$ cat config.mk
export PLATFORM = sky130hd
export DESIGN_NAME = modbus_rtu_coil_framer_unit
export DESIGN_NICKNAME = d
export VERILOG_FILES = /design/src/rtl/core/mbcf_pkg.sv /design/src/rtl/core/mbcf_front.sv /design/src/rtl/core/mbcf_cmd_fifo.sv /design/src/rtl/core/mbcf_back.sv /design/src/rtl/core/modbus_rtu_coil_framer_unit.sv
export VERILOG_INCLUDE_DIRS = /design/src /design/src/rtl/core
export SDC_FILE = /design/constraint.sdc
export NUM_CORES = 1
export LEC_CHECK = 0
export BUFFER_PORTS_ARGS = -buffer_cell sky130_fd_sc_hd__buf_2
export CORE_MARGIN = 5
export CORE_UTILIZATION = 30
export DETAILED_ROUTE_END_ITERATION = 8
export GPL_TIMING_DRIVEN = 0
export PLACE_DENSITY_LB_ADDON = 0.1
export RECOVER_POWER = 100
export SYNTH_ARGS = -nofsm -noshare
export SYNTH_HDL_FRONTEND = slang
export SYNTH_SLANG_ARGS = --single-unit
$ cat constraint.sdc
create_clock -name clk -period 5.4 [get_ports clk]
set_clock_uncertainty 0.2 [all_clocks]
set_input_delay 0.54 -clock clk [delete_from_list [all_inputs] [get_ports clk]]
set_output_delay 0.54 -clock clk [all_outputs]
set_load 0.02 [all_outputs]
$ cat src/rtl/core/modbus_rtu_coil_framer_unit_macros.svh
// Assertion macros shared by the coil framer RTL.
// Included by the modules that check their own logic; needs nothing else.
`ifndef MODBUS_RTU_COIL_FRAMER_UNIT_MACROS_SVH
`define MODBUS_RTU_COIL_FRAMER_UNIT_MACROS_SVH

`ifndef NO_ASSERTIONS

// Same-cycle implication under the synchronous reset.
`define MBCF_ASSERT_IMP(lbl, ck, rn, ante, cons, msg) \
  lbl: assert property (@(posedge ck) disable iff (!rn) (ante) |-> (cons)) \
    else $error(msg);

// Next-cycle implication under the synchronous reset.
`define MBCF_ASSERT_NXT(lbl, ck, rn, ante, cons, msg) \
  lbl: assert property (@(posedge ck) disable iff (!rn) (ante) |=> (cons)) \
    else $error(msg);

`else

`define MBCF_ASSERT_IMP(lbl, ck, rn, ante, cons, msg)
`define MBCF_ASSERT_NXT(lbl, ck, rn, ante, cons, msg)

`endif

`endif

$ cat src/rtl/core/mbcf_pkg.sv
// Shared types, constants and the CRC-16/MODBUS byte update for the coil framer.
// No dependencies; every RTL module of the block imports it.
package mbcf_pkg;

  localparam int RX_BUFFER_BYTES_DEF = 32;
  localparam int HEAD_BYTES          = 4;
  localparam int CMD_FIFO_DEPTH      = 2;

  localparam logic [7:0]  SLAVE_ADDRESS_RESET = 8'h01;
  localparam logic [15:0] CRC_INIT            = 16'hFFFF;
  localparam logic [15:0] CRC_POLY            = 16'hA001;
  localparam logic [7:0]  FUNC_WRITE_COIL     = 8'h05;
  localparam logic [7:0]  FUNC_READ_COILS     = 8'h01;
  localparam logic [15:0] VALUE_COIL_ON       = 16'hFF00;
  localparam logic [15:0] VALUE_COIL_OFF      = 16'h0000;
  localparam logic [15:0] READ_QUANTITY       = 16'h0001;
  localparam logic [7:0]  EXCEPTION_BIT       = 8'h80;

  // Kind of an outgoing beat.
  localparam logic KIND_FRAME   = 1'b0;
  localparam logic KIND_VERDICT = 1'b1;

  // Byte positions within a request frame.
  localparam logic [2:0] BYTE_ADDR    = 3'd0;
  localparam logic [2:0] BYTE_FUNC    = 3'd1;
  localparam logic [2:0] BYTE_COIL_HI = 3'd2;
  localparam logic [2:0] BYTE_COIL_LO = 3'd3;
  localparam logic [2:0] BYTE_VAL_HI  = 3'd4;
  localparam logic [2:0] BYTE_VAL_LO  = 3'd5;
  localparam logic [2:0] BYTE_CRC_LO  = 3'd6;
  localparam logic [2:0] BYTE_CRC_HI  = 3'd7;

  typedef enum logic [1:0] {
    MODE_WRITE = 2'd0,
    MODE_READ  = 2'd1,
    MODE_RESP  = 2'd2
  } mbcf_mode_t;

  typedef enum logic [1:0] {
    COIL_OFF   = 2'd0,
    COIL_ON    = 2'd1,
    COIL_FAULT = 2'd2
  } mbcf_coil_state_t;

  // One unit of work for the back end: a request frame or a verdict.
  typedef struct packed {
    logic             is_verdict;
    logic             is_write;
    logic [7:0]       addr;
    logic [15:0]      coil;
    logic             coil_on;
    mbcf_coil_state_t verdict;
  } mbcf_cmd_t;

  // CRC-16/MODBUS over one byte, reflected polynomial.
  function automatic logic [15:0] crc_update(input logic [15:0] crc, input logic [7:0] b);
    logic [15:0] c;
    c = crc ^ {8'h00, b};
    for (int i = 0; i < 8; i++) begin
      c = c[0] ? ((c >> 1) ^ CRC_POLY) : (c >> 1);
    end
    return c;
  endfunction

endpackage

$ cat src/rtl/core/mbcf_front.sv
// Front end of the coil framer: takes input beats, tracks the response bytes
// and their CRC, and queues request and verdict commands. Uses mbcf_pkg.
`include "modbus_rtu_coil_framer_unit_macros.svh"

module mbcf_front #(
  parameter int RX_BUFFER_BYTES = mbcf_pkg::RX_BUFFER_BYTES_DEF
) (
  input  logic                clk,
  input  logic                rst_n,
  input  logic                cfg_valid,
  output logic                cfg_ready,
  input  logic [7:0]          cfg_slave_address,
  input  logic                in_valid,
  output logic                in_ready,
  input  logic [1:0]          in_mode,
  input  logic [15:0]         in_coil_address,
  input  logic                in_coil_on,
  input  logic [7:0]          in_rx_byte,
  input  logic                in_rx_last,
  output logic                push_valid,
  input  logic                push_ready,
  output mbcf_pkg::mbcf_cmd_t push_cmd
);
  import mbcf_pkg::*;

  localparam int CNT_W = $clog2(RX_BUFFER_BYTES + 1);
  localparam logic [CNT_W-1:0] BUF_LIMIT    = CNT_W'(RX_BUFFER_BYTES);
  localparam logic [CNT_W-1:0] MIN_LEN_CRC  = CNT_W'(5);
  localparam logic [CNT_W-1:0] MIN_LEN_DATA = CNT_W'(6);

  logic [7:0]       slave_address_r;
  logic [15:0]      crc_r, crc_nxt;
  logic [15:0]      hist0_r, hist0_nxt;
  logic [15:0]      hist1_r, hist1_nxt;
  logic [CNT_W-1:0] count_r, count_nxt;
  logic [7:0]       head_r   [HEAD_BYTES];
  logic [7:0]       head_nxt [HEAD_BYTES];
  logic [7:0]       tail0_r, tail0_nxt;
  logic [7:0]       tail1_r, tail1_nxt;

  logic             acc;
  logic             store;
  mbcf_mode_t       mode;
  logic [CNT_W-1:0] st_count;
  logic [15:0]      st_crc, st_hist0, st_hist1;
  logic [7:0]       st_tail0, st_tail1;
  logic [7:0]       st_head [HEAD_BYTES];
  mbcf_coil_state_t verdict;

  assign cfg_ready = 1'b1;
  assign in_ready  = push_ready;
  assign acc       = in_valid && in_ready;
  assign mode      = mbcf_mode_t'(in_mode);
  assign store     = count_r < BUF_LIMIT;

  // Receive state as it stands once the current byte is stored.
  always_comb begin
    st_count = store ? count_r + 1'b1 : count_r;
    st_crc   = store ? crc_update(crc_r, in_rx_byte) : crc_r;
    st_hist0 = store ? crc_r : hist0_r;
    st_hist1 = store ? hist0_r : hist1_r;
    st_tail0 = store ? tail1_r : tail0_r;
    st_tail1 = store ? in_rx_byte : tail1_r;
    for (int k = 0; k < HEAD_BYTES; k++) begin
      st_head[k] = (store && count_r == CNT_W'(k)) ? in_rx_byte : head_r[k];
    end
  end

  // Response checks, first failure gives a fault.
  always_comb begin
    if (st_count < MIN_LEN_CRC) begin
      verdict = COIL_FAULT;
    end else if ({st_tail1, st_tail0} != st_hist1) begin
      verdict = COIL_FAULT;
    end else if (st_head[0] != slave_address_r) begin
      verdict = COIL_FAULT;
    end else if ((st_head[1] & EXCEPTION_BIT) != 8'h00) begin
      verdict = COIL_FAULT;
    end else if (st_head[1] != FUNC_READ_COILS) begin
      verdict = COIL_FAULT;
    end else if (st_count < MIN_LEN_DATA) begin
      verdict = COIL_FAULT;
    end else if (st_head[2] == 8'h00) begin
      verdict = COIL_FAULT;
    end else begin
      verdict = st_head[3][0] ? COIL_ON : COIL_OFF;
    end
  end

  // Next receive state and the command handed to the queue.
  always_comb begin
    crc_nxt   = crc_r;
    hist0_nxt = hist0_r;
    hist1_nxt = hist1_r;
    count_nxt = count_r;
    tail0_nxt = tail0_r;
    tail1_nxt = tail1_r;
    for (int k = 0; k < HEAD_BYTES; k++) begin
      head_nxt[k] = head_r[k];
    end
    push_valid          = 1'b0;
    push_cmd.is_verdict = 1'b0;
    push_cmd.is_write   = (mode == MODE_WRITE);
    push_cmd.addr       = slave_address_r;
    push_cmd.coil       = in_coil_address;
    push_cmd.coil_on    = in_coil_on;
    push_cmd.verdict    = verdict;

    if (acc) begin
      case (mode)
        MODE_WRITE, MODE_READ: begin
          push_valid = 1'b1;
          crc_nxt    = CRC_INIT;
          hist0_nxt  = CRC_INIT;
          hist1_nxt  = CRC_INIT;
          count_nxt  = '0;
          tail0_nxt  = 8'h00;
          tail1_nxt  = 8'h00;
          for (int k = 0; k < HEAD_BYTES; k++) begin
            head_nxt[k] = 8'h00;
          end
        end
        MODE_RESP: begin
          if (in_rx_last) begin
            push_valid          = 1'b1;
            push_cmd.is_verdict = 1'b1;
            crc_nxt   = CRC_INIT;
            hist0_nxt = CRC_INIT;
            hist1_nxt = CRC_INIT;
            count_nxt = '0;
            tail0_nxt = 8'h00;
            tail1_nxt = 8'h00;
            for (int k = 0; k < HEAD_BYTES; k++) begin
              head_nxt[k] = 8'h00;
            end
          end else begin
            crc_nxt   = st_crc;
            hist0_nxt = st_hist0;
            hist1_nxt = st_hist1;
            count_nxt = st_count;
            tail0_nxt = st_tail0;
            tail1_nxt = st_tail1;
            for (int k = 0; k < HEAD_BYTES; k++) begin
              head_nxt[k] = st_head[k];
            end
          end
        end
        default: begin
        end
      endcase
    end
  end

  // Configuration and receive state registers.
  always_ff @(posedge clk) begin
    if (!rst_n) begin
      slave_address_r <= SLAVE_ADDRESS_RESET;
      crc_r           <= CRC_INIT;
      hist0_r         <= CRC_INIT;
      hist1_r         <= CRC_INIT;
      count_r         <= '0;
      tail0_r         <= 8'h00;
      tail1_r         <= 8'h00;
      for (int k = 0; k < HEAD_BYTES; k++) begin
        head_r[k] <= 8'h00;
      end
    end else begin
      if (cfg_valid && cfg_ready) begin
        slave_address_r <= cfg_slave_address;
      end
      crc_r   <= crc_nxt;
      hist0_r <= hist0_nxt;
      hist1_r <= hist1_nxt;
      count_r <= count_nxt;
      tail0_r <= tail0_nxt;
      tail1_r <= tail1_nxt;
      for (int k = 0; k < HEAD_BYTES; k++) begin
        head_r[k] <= head_nxt[k];
      end
    end
  end

  `MBCF_ASSERT_IMP(a_count_bound, clk, rst_n, 1'b1, count_r <= BUF_LIMIT, "receive count past buffer size")
  `MBCF_ASSERT_NXT(a_clear_after_verdict, clk, rst_n, acc && mode == MODE_RESP && in_rx_last, count_r == '0 && crc_r == CRC_INIT, "receive state not cleared after verdict")
  `MBCF_ASSERT_NXT(a_count_step, clk, rst_n, acc && mode == MODE_RESP && !in_rx_last && store, count_r == $past(count_r) + 1'b1, "stored byte not counted")

endmodule

$ cat src/rtl/core/mbcf_cmd_fifo.sv
// Short command queue between the front and back ends of the coil framer.
// Uses mbcf_pkg for the command type and the queue depth.
module mbcf_cmd_fifo (
  input  logic                clk,
  input  logic                rst_n,
  input  logic                push_valid,
  output logic                push_ready,
  input  mbcf_pkg::mbcf_cmd_t push_cmd,
  output logic                pop_valid,
  input  logic                pop_ready,
  output mbcf_pkg::mbcf_cmd_t pop_cmd
);
  import mbcf_pkg::*;

  localparam int PTR_W = (CMD_FIFO_DEPTH > 1) ? $clog2(CMD_FIFO_DEPTH) : 1;
  localparam int CNT_W = $clog2(CMD_FIFO_DEPTH + 1);
  localparam logic [PTR_W-1:0] PTR_LAST = PTR_W'(CMD_FIFO_DEPTH - 1);
  localparam logic [CNT_W-1:0] CNT_FULL = CNT_W'(CMD_FIFO_DEPTH);

  mbcf_cmd_t        slot_r [CMD_FIFO_DEPTH];
  logic [PTR_W-1:0] wr_ptr_r, wr_ptr_nxt;
  logic [PTR_W-1:0] rd_ptr_r, rd_ptr_nxt;
  logic [CNT_W-1:0] count_r, count_nxt;
  logic             push, pop;

  assign push_ready = count_r != CNT_FULL;
  assign pop_valid  = count_r != '0;
  assign pop_cmd    = slot_r[rd_ptr_r];
  assign push       = push_valid && push_ready;
  assign pop        = pop_valid && pop_ready;

  // Pointer and occupancy update.
  always_comb begin
    wr_ptr_nxt = wr_ptr_r;
    rd_ptr_nxt = rd_ptr_r;
    count_nxt  = count_r;
    if (push) begin
      wr_ptr_nxt = (wr_ptr_r == PTR_LAST) ? '0 : wr_ptr_r + 1'b1;
    end
    if (pop) begin
      rd_ptr_nxt = (rd_ptr_r == PTR_LAST) ? '0 : rd_ptr_r + 1'b1;
    end
    if (push && !pop) begin
      count_nxt = count_r + 1'b1;
    end else if (pop && !push) begin
      count_nxt = count_r - 1'b1;
    end
  end

  always_ff @(posedge clk) begin
    if (!rst_n) begin
      wr_ptr_r <= '0;
      rd_ptr_r <= '0;
      count_r  <= '0;
    end else begin
      wr_ptr_r <= wr_ptr_nxt;
      rd_ptr_r <= rd_ptr_nxt;
      count_r  <= count_nxt;
    end
  end

  // Command storage; no reset needed.
  always_ff @(posedge clk) begin
    if (push) begin
      slot_r[wr_ptr_r] <= push_cmd;
    end
  end

endmodule

$ cat src/rtl/core/mbcf_back.sv
// Back end of the coil framer: turns queued commands into output beats,
// eight frame bytes with a running CRC per request, one beat per verdict.
// Uses mbcf_pkg.
`include "modbus_rtu_coil_framer_unit_macros.svh"

module mbcf_back (
  input  logic                clk,
  input  logic                rst_n,
  input  logic                pop_valid,
  output logic                pop_ready,
  input  mbcf_pkg::mbcf_cmd_t head_cmd,
  output logic                out_valid,
  input  logic                out_ready,
  output logic                out_result_kind,
  output logic [7:0]          out_frame_byte,
  output logic                out_last,
  output logic [1:0]          out_coil_state
);
  import mbcf_pkg::*;

  logic [2:0]  idx_r, idx_nxt;
  logic [15:0] crc_r, crc_nxt;
  logic        out_valid_r, out_valid_nxt;
  logic        out_kind_r, out_kind_nxt;
  logic [7:0]  out_frame_byte_r, out_frame_byte_nxt;
  logic        out_last_r, out_last_nxt;
  logic [1:0]  out_coil_state_r, out_coil_state_nxt;

  logic        slot_free;
  logic        fire;
  logic [7:0]  frame_byte;
  logic [15:0] crc_base;

  assign slot_free = !out_valid_r || out_ready;
  assign fire      = pop_valid && slot_free;
  assign pop_ready = fire && (head_cmd.is_verdict || idx_r == BYTE_CRC_HI);

  // Frame byte at the current position.
  always_comb begin
    case (idx_r)
      BYTE_ADDR:    frame_byte = head_cmd.addr;
      BYTE_FUNC:    frame_byte = head_cmd.is_write ? FUNC_WRITE_COIL : FUNC_READ_COILS;
      BYTE_COIL_HI: frame_byte = head_cmd.coil[15:8];
      BYTE_COIL_LO: frame_byte = head_cmd.coil[7:0];
      BYTE_VAL_HI: begin
        if (head_cmd.is_write) begin
          frame_byte = head_cmd.coil_on ? VALUE_COIL_ON[15:8] : VALUE_COIL_OFF[15:8];
        end else begin
          frame_byte = READ_QUANTITY[15:8];
        end
      end
      BYTE_VAL_LO: begin
        if (head_cmd.is_write) begin
          frame_byte = head_cmd.coil_on ? VALUE_COIL_ON[7:0] : VALUE_COIL_OFF[7:0];
        end else begin
          frame_byte = READ_QUANTITY[7:0];
        end
      end
      BYTE_CRC_LO:  frame_byte = crc_r[7:0];
      BYTE_CRC_HI:  frame_byte = crc_r[15:8];
      default:      frame_byte = 8'h00;
    endcase
  end

  // Sequencer and output register.
  always_comb begin
    crc_base           = (idx_r == BYTE_ADDR) ? CRC_INIT : crc_r;
    idx_nxt            = idx_r;
    crc_nxt            = crc_r;
    out_valid_nxt      = out_valid_r && !out_ready;
    out_kind_nxt       = out_kind_r;
    out_frame_byte_nxt = out_frame_byte_r;
    out_last_nxt       = out_last_r;
    out_coil_state_nxt = out_coil_state_r;
    if (fire) begin
      out_valid_nxt = 1'b1;
      if (head_cmd.is_verdict) begin
        out_kind_nxt       = KIND_VERDICT;
        out_frame_byte_nxt = 8'h00;
        out_last_nxt       = 1'b1;
        out_coil_state_nxt = head_cmd.verdict;
      end else begin
        out_kind_nxt       = KIND_FRAME;
        out_frame_byte_nxt = frame_byte;
        out_last_nxt       = (idx_r == BYTE_CRC_HI);
        out_coil_state_nxt = COIL_OFF;
        idx_nxt            = idx_r + 1'b1;
        if (idx_r < BYTE_CRC_LO) begin
          crc_nxt = crc_update(crc_base, frame_byte);
        end
      end
    end
  end

  always_ff @(posedge clk) begin
    if (!rst_n) begin
      idx_r       <= BYTE_ADDR;
      crc_r       <= CRC_INIT;
      out_valid_r <= 1'b0;
    end else begin
      idx_r       <= idx_nxt;
      crc_r       <= crc_nxt;
      out_valid_r <= out_valid_nxt;
    end
  end

  // Output payload; no reset needed.
  always_ff @(posedge clk) begin
    out_kind_r       <= out_kind_nxt;
    out_frame_byte_r <= out_frame_byte_nxt;
    out_last_r       <= out_last_nxt;
    out_coil_state_r <= out_coil_state_nxt;
  end

  assign out_valid       = out_valid_r;
  assign out_result_kind = out_kind_r;
  assign out_frame_byte  = out_frame_byte_r;
  assign out_last        = out_last_r;
  assign out_coil_state  = out_coil_state_r;

  `MBCF_ASSERT_IMP(a_mid_frame_is_request, clk, rst_n, idx_r != BYTE_ADDR, pop_valid && !head_cmd.is_verdict, "frame position set without a request at queue head")
  `MBCF_ASSERT_IMP(a_verdict_shape, clk, rst_n, out_valid_r && out_kind_r == KIND_VERDICT, out_frame_byte_r == 8'h00 && out_last_r, "verdict beat with frame byte or without last")
  `MBCF_ASSERT_NXT(a_frame_wraps, clk, rst_n, fire && !head_cmd.is_verdict && idx_r == BYTE_CRC_HI, idx_r == BYTE_ADDR && out_last_r, "frame did not end on eighth byte")

endmodule

$ cat src/rtl/core/modbus_rtu_coil_framer_unit.sv
// Top level of the Modbus RTU single-coil framer.
// Depends on mbcf_pkg, mbcf_front, mbcf_cmd_fifo and mbcf_back.

// A write or read request produces eight frame beats (address, function, coil,
// value or quantity, CRC low, CRC high); the back end sends one byte per cycle
// while out_ready holds and a request is queued, from its byte sequencer and
// its one-byte-per-cycle CRC unit. Response bytes are taken one per cycle while
// the command queue has room; the byte marked last yields a single verdict beat
// (off, on or fault) that is valid on the output from the edge at which the
// queue hands it over; it passes through the command queue and then the
// output register. The first frame byte of a request takes the same path. A
// two-entry command queue separates the input side from the output side, so
// input beats keep flowing while frame bytes wait on out_ready, until the
// queue fills. Bytes past RX_BUFFER_BYTES are dropped. The slave address
// register resets to 1 and should be written only while the block is idle.
module modbus_rtu_coil_framer_unit #(
  parameter int RX_BUFFER_BYTES = mbcf_pkg::RX_BUFFER_BYTES_DEF
) (
  input  logic        clk,
  input  logic        rst_n,
  input  logic        cfg_valid,
  output logic        cfg_ready,
  input  logic [7:0]  cfg_slave_address,
  input  logic        in_valid,
  output logic        in_ready,
  input  logic [1:0]  in_mode,
  input  logic [15:0] in_coil_address,
  input  logic        in_coil_on,
  input  logic [7:0]  in_rx_byte,
  input  logic        in_rx_last,
  output logic        out_valid,
  input  logic        out_ready,
  output logic        out_result_kind,
  output logic [7:0]  out_frame_byte,
  output logic        out_last,
  output logic [1:0]  out_coil_state
);
  import mbcf_pkg::*;

  logic      push_valid, push_ready;
  mbcf_cmd_t push_cmd;
  logic      pop_valid, pop_ready;
  mbcf_cmd_t pop_cmd;

  // Input side: classification and receive tracking.
  mbcf_front #(
    .RX_BUFFER_BYTES(RX_BUFFER_BYTES)
  ) u_front (
    .clk               (clk),
    .rst_n             (rst_n),
    .cfg_valid         (cfg_valid),
    .cfg_ready         (cfg_ready),
    .cfg_slave_address (cfg_slave_address),
    .in_valid          (in_valid),
    .in_ready          (in_ready),
    .in_mode           (in_mode),
    .in_coil_address   (in_coil_address),
    .in_coil_on        (in_coil_on),
    .in_rx_byte        (in_rx_byte),
    .in_rx_last        (in_rx_last),
    .push_valid        (push_valid),
    .push_ready        (push_ready),
    .push_cmd          (push_cmd)
  );

  // Command queue.
  mbcf_cmd_fifo u_fifo (
    .clk        (clk),
    .rst_n      (rst_n),
    .push_valid (push_valid),
    .push_ready (push_ready),
    .push_cmd   (push_cmd),
    .pop_valid  (pop_valid),
    .pop_ready  (pop_ready),
    .pop_cmd    (pop_cmd)
  );

  // Output side: frame sequencing and verdict beats.
  mbcf_back u_back (
    .clk             (clk),
    .rst_n           (rst_n),
    .pop_valid       (pop_valid),
    .pop_ready       (pop_ready),
    .head_cmd        (pop_cmd),
    .out_valid       (out_valid),
    .out_ready       (out_ready),
    .out_result_kind (out_result_kind),
    .out_frame_byte  (out_frame_byte),
    .out_last        (out_last),
    .out_coil_state  (out_coil_state)
  );

endmodule
Word level (Yosys, flattened, before mapping):

Memory sizes are Yosys's and may differ from the RTL's. A register that Yosys moved wholly into a read port is not among the register bits.
Index checks and enable logic that the tools add are counted.

* multiplexer cells: 76
* reduce and logical (&&, ||, !) cells: 30
* eq/ne operators: 17
* div/mod/pow operators: 0
* shift operators: 0
* bitwise logic cells: 23
* $add $sub $neg: 6
* $mul: 0
* magnitude comparators: 4

Operators with widths (number)
* two-way mux 16 bit: 23
* two-way mux 8 bit: 14
* case mux 16 bit (2 select lines): 3
* two-way mux 32 bit: 2
* case mux 32 bit (2 select lines): 1
* case mux 8 bit (8 select lines): 1
* NOT 2 -> 3 bit: 16
* case mux 8 bit (2 select lines): 2
* XOR 16 x 8 -> 16 bit: 2
* two-way mux 2 bit: 9
* two-way mux 1 bit: 16
* inequality test 16 bit: 1
* equality test 3 bit (second input constant): 4
* equality test 6 x 2 -> 1 bit (second input constant): 2
* logical AND 1 bit: 12
* less-than comparator 6 x 3 -> 1 bit (second input constant): 2
* two-way mux 6 bit: 2
* case mux 6 bit (2 select lines): 1
* zero test 8 bit: 1
* inequality test 8 x 1 -> 1 bit (second input constant): 1
* inequality test 8 bit: 1
* adder 6 x 1 -> 6 bit (second input constant): 1
* equality test 3 x 2 -> 1 bit (second input constant): 2
* equality test 6 x 1 -> 1 bit (second input constant): 1
* 24 further kinds: 36

* bits in writable memories: 90
* latch bits: 0
* memory bits (read-only): 0
* flip-flop bits (word level): 114
* memories: 2
* output and inout bits: 15

Memory list
* u_fifo.slot_r: depth 2, width 29, read ports 1, clocked after Yosys merged registers in 1, write ports 1, RTL line mbcf_cmd_fifo.sv:20 `mbcf_cmd_t slot_r [CMD_FIFO_DEPTH];`
* u_front.head_r: depth 4, width 8, read ports 4, clocked after Yosys merged registers in 0, write ports 4, RTL line mbcf_front.sv:36 `logic [7:0] head_r [HEAD_BYTES];`

Longest topological paths before layout:

* word-level depth: 20
* gate-level depth with buffers: 13

Hierarchy:

Synthesis repeated with hierarchy kept, for this count alone.

* cells, all modules: 886
* area, all modules: 9243.9 sq um

By module, submodules not included
* mbcf_front: area each 4911.0 sq um, instances 1, cells each 562, seq. area each 1961.9 sq um
* mbcf_cmd_fifo: area each 2331.0 sq um, instances 1, cells each 114, seq. area each 1841.8 sq um
* mbcf_back: area each 2001.9 sq um, instances 1, cells each 210, seq. area each 760.7 sq um

Least setup slack after synthesis:

Ideal clock, no wire load.

* path kind: register to register
* start: register u_back.idx_r[2]
* end: register u_back.crc_r[15]
* data required time: 5.068 ns
* data arrival time: 3.366 ns
* slack: 1.702 ns
* cell stages (with the launch flop): 14
* cell sequence: dfxtp_1 > buf_6 > clkbuf_1 > inv_1 > ha_1 > buf_4 > or4_4 > a2111oi_4 > a31oi_4 > xnor3_1 > xnor3_2 > xor2_2 > nor3b_1 > a211oi_1

* longest elaborated chain between the ends: 12

RTL lines
* start, declared: RTL line mbcf_back.sv:21 `logic [2:0] idx_r, idx_nxt;`
* start signal, assigned: RTL line mbcf_back.sv:101 `idx_r <= idx_nxt;`
* equality test 3 bit (tied with other cells): RTL line mbcf_back.sv:40 `case (idx_r)`
* case mux 8 bit (8 select lines) or two-way mux 16 bit (tied branches): RTL line mbcf_back.sv:40, mbcf_back.sv:67
* XOR 16 x 8 -> 16 bit: RTL line mbcf_pkg.sv:58 `c = crc ^ {8'h00, b};`
* two-way mux 16 bit or NOT 2 -> 3 bit (tied branches) (6 in series)
* NOT 2 -> 3 bit (no source line) or two-way mux 16 bit (tied branches)
* two-way mux 16 bit (2 in series): RTL line mbcf_pkg.sv:60 `c = c[0] ? ((c >> 1) ^ CRC_POLY) : (c >> 1);`
* end signal, assigned: RTL line mbcf_back.sv:102 `crc_r <= crc_nxt;`
* end, declared: RTL line mbcf_back.sv:22 `logic [15:0] crc_r, crc_nxt;`

Parallel ways exist; a longest one is shown, timed or not.
A chain may end at the register's enable or synchronous reset.

Final worst setup path:

Ends and elaborated chain as after synthesis.

==> results.ini <==
[synthesis]
synth_most_common_cell = dfxtp_1
synth.area.top_cells = dfxtp_1 (28%), edfxtp_1 (24%), xnor2_1 (5.5%)
synthTopCellsByCount = dfxtp_1 (123), nand2_1 (119), edfxtp_1 (70)
synthArstFlopShare_pct = 0
synth_nets = 899
synth-seq-cells = 193
synth.cell_area_mm2 = 0.00891
synth_top_area_share_pct = 27.6
ys_warn_count = 0
synth-main-ff-cell = dfxtp_1
ys_types = 66
yosysSeqAreaShare_pct = 51.2
synth_top_cell_by_area = dfxtp_1
syn_avg_cell_area_um2 = 10.5
synth-edff-count = 70
synth_cells = 847

[placement]
port_buffers = 45
hpwl_um = 17900
gp_congestion = 0.779
place_ws_ns = 0.903
placed_area_mm2 = 0.00965
dp.cells = 1283

[floorplanning]
core_mm2 = 0.0295
start_util_pct = 30.2
rows = 63
io_pins = 56
die_height_um = 182
die_w_um = 182
die_area_mm2 = 0.0332

[pwr]
p_per_area_mw_per_mm2 = 530
leakage_nw = 3.55
peakVddDrop_v = 0.000268
power_mw = 5.37

[finish]
fillCellCount = 3104
drive_gt1_share_pct = 9.19
final_cell_area_mm2 = 0.0101
final_cells = 1315
final_core_utilization_pct = 34.4
diodes = 0
final_nets = 964
area_growth_pct = 13.7

[worst_setup_path]
worstSetupStartpointType = flip-flop
critPathSlowestCell = a31oi_1
required_ns = 5.54
worst_ep_arrival_time_ns = 4.86
cp_cell_sequence = buf_6 > clkbuf_1 > inv_1 > ha_1 > buf_4 > nor4_4 > nand2_1 > a31oi_1 > xnor3_1 > xnor3_2 > xor2_2 > nor3b_1 > a211oi_1
critPathKind = reg2reg
cp_max_fo = 10
slowest_delay_ns = 0.51
cp-end-kind = flip-flop
reg2reg_depth = 13

[route]
highest_layer = met4
m1WireLength_um = 11200
drtIter0Drc = 322
avgViaCountPerCell = 4.80
drtAntennaViolNets = 0
drt-wirelength-per-cell_um = 18.5
wl_met3_um = 627
drc = 0
routed_wl_um = 24400
via_count = 6309
first_pass_iters = 7
wl_met2_um = 12300

[global_route]
grt_pass1_wl_um = 38400
grt_max_degree = 30
grt_overflow = 0
track_usage_pct = 15.1
antenna_found_initial = 0
grt_pass1_vias = 6449

[clock_network]
cts_made_buffers = 17
h-tree-depth = 4
clk_latency_ns = 0.43
cts_sinks = 193
cts_resized = 0
cts_tree = yes
cts_root_buf = clkbuf_16
hold_buffers = 0
path_clk_slew_ns = 0.07
max-clock-path-buffers = 2
post_cts_buffers = 0

[status]
status = complete, but fails checks
violations = capacitance limit, slew limit

[sta]
max_freq_mhz = 212
slew_viol_final = 56
rsz0062_at_grt = no
tightest_slew_ns = 2.10
finalCriticalPeriod_ns = 4.72
setup_viol = 0
holdWs_ns = 0.0907
finalHoldViolCount = 0
fin_ws_ns = 0.683
tns_ns = 0
relSlewSlack_pct = -40.3
period_share_pct = 87.3

[worst_hold_path]
whs_path_depth = 1
hold_path.class = in2reg

[job]
max-cap-violations = 2

-- worst paths after layout --
| kind | startpoint | endpoint | slack [ns] |
|---|---|---|---|
| worst min-delay path | in_coil_address[7] | u_fifo.slot_r[0][10] | 0.09 |
| worst min register to register | u_front.hist1_r[13] | u_front.hist1_r[13] | 0.26 |
| worst max register to register | u_back.idx_r[2] | u_back.crc_r[15] | 0.68 |
| worst max-delay path | u_back.idx_r[2] | u_back.crc_r[15] | 0.68 |
-- registers in the layout, summed over array words and instances, names as in the netlist, 2 cells and up, named ones only --
signal and count:
u_front.tail1_r 8, u_back.idx_r 3, u_back.crc_r 16, u_fifo.slot_r 58
u_front.slave_address_r 8, u_front.head_r 25, u_back.out_coil_state 2, u_fifo.count_r 2
u_front.hist1_r 16, u_front.count_r 6, u_front.hist0_r 16, u_front.crc_r 11
u_front.tail0_r 8, u_back.out_frame_byte 8
-- metal layers --
| metal | up-vias | GRT usage (%) |
|---|---|---|
| li1 | 3140 | - |
| met1 | 3072 | 19.5 |
| met2 | 83 | 26.1 |
| met3 | 14 | 2.85 |
| met4 | 0 | 3.75 |
| met5 | - | 0 |
-- cells in the final DEF (no fill, tap or decap), types with 6 or more instances in the layout --
cell,instances
dfxtp_1,123
nand2_1,120
clkbuf_1,71
edfxtp_1,70
nor2b_1,56
xnor2_1,56
a22oi_1,46
nand3_1,35
nor2_1,28
mux2i_1,27
xor2_1,23
o211ai_1,18
buf_2,17
clkbuf_16,17
nor3_1,16
o21ai_0,15
mux2_2,15
nor4_1,12
a21oi_1,12
ha_1,11
inv_1,9
nand4_1,9
nand2b_1,8
and2_0,8
a211oi_1,8
a31oi_1,6
-- critical path, delay by kind of cell, from the launching register on --
kind	cells	cell delay [ns]
AO/OA/AOI/OAI	2	0.73
XOR/XNOR	3	1.17
adder cells (fa/ha/maj)	1	0.23
buffers and inverters	4	0.99
flip-flops	1	0.35
AND/OR/NAND/NOR	3	0.94
-- final cells by class --
cell class                 count  area, um2  share of cell area (%)
buffer                        51        273                    2.69
clock buffer                  18        429                    4.24
clock inverter                14        161                    1.59
inverter                       9       33.8                   0.334
multi-input combinational    594       3990                    39.4
sequential                   193       4560                    45.1
tap                          390        488                    4.82
timing repair buffer          46        193                    1.90
-- report_power, final --
group | total (mW) | internal (mW) | switching [mW]
Clock | 1.29 | 0.727 | 0.560
Sequential | 1.89 | 1.76 | 0.128
Combinational | 2.19 | 0.892 | 1.30
-- kinds of logic after synthesis --
group	count (synthesis)	synth area share [%]
other cells	1	0.0421
xor+xnor	83	8.72
simple gates	319	18.2
compound gates	138	11.6
fa+ha+maj	11	1.54
buf+inv	60	3.71
mux	42	4.93
flops	193	51.2
Note: power is estimated with default switching activity, not from simulation.
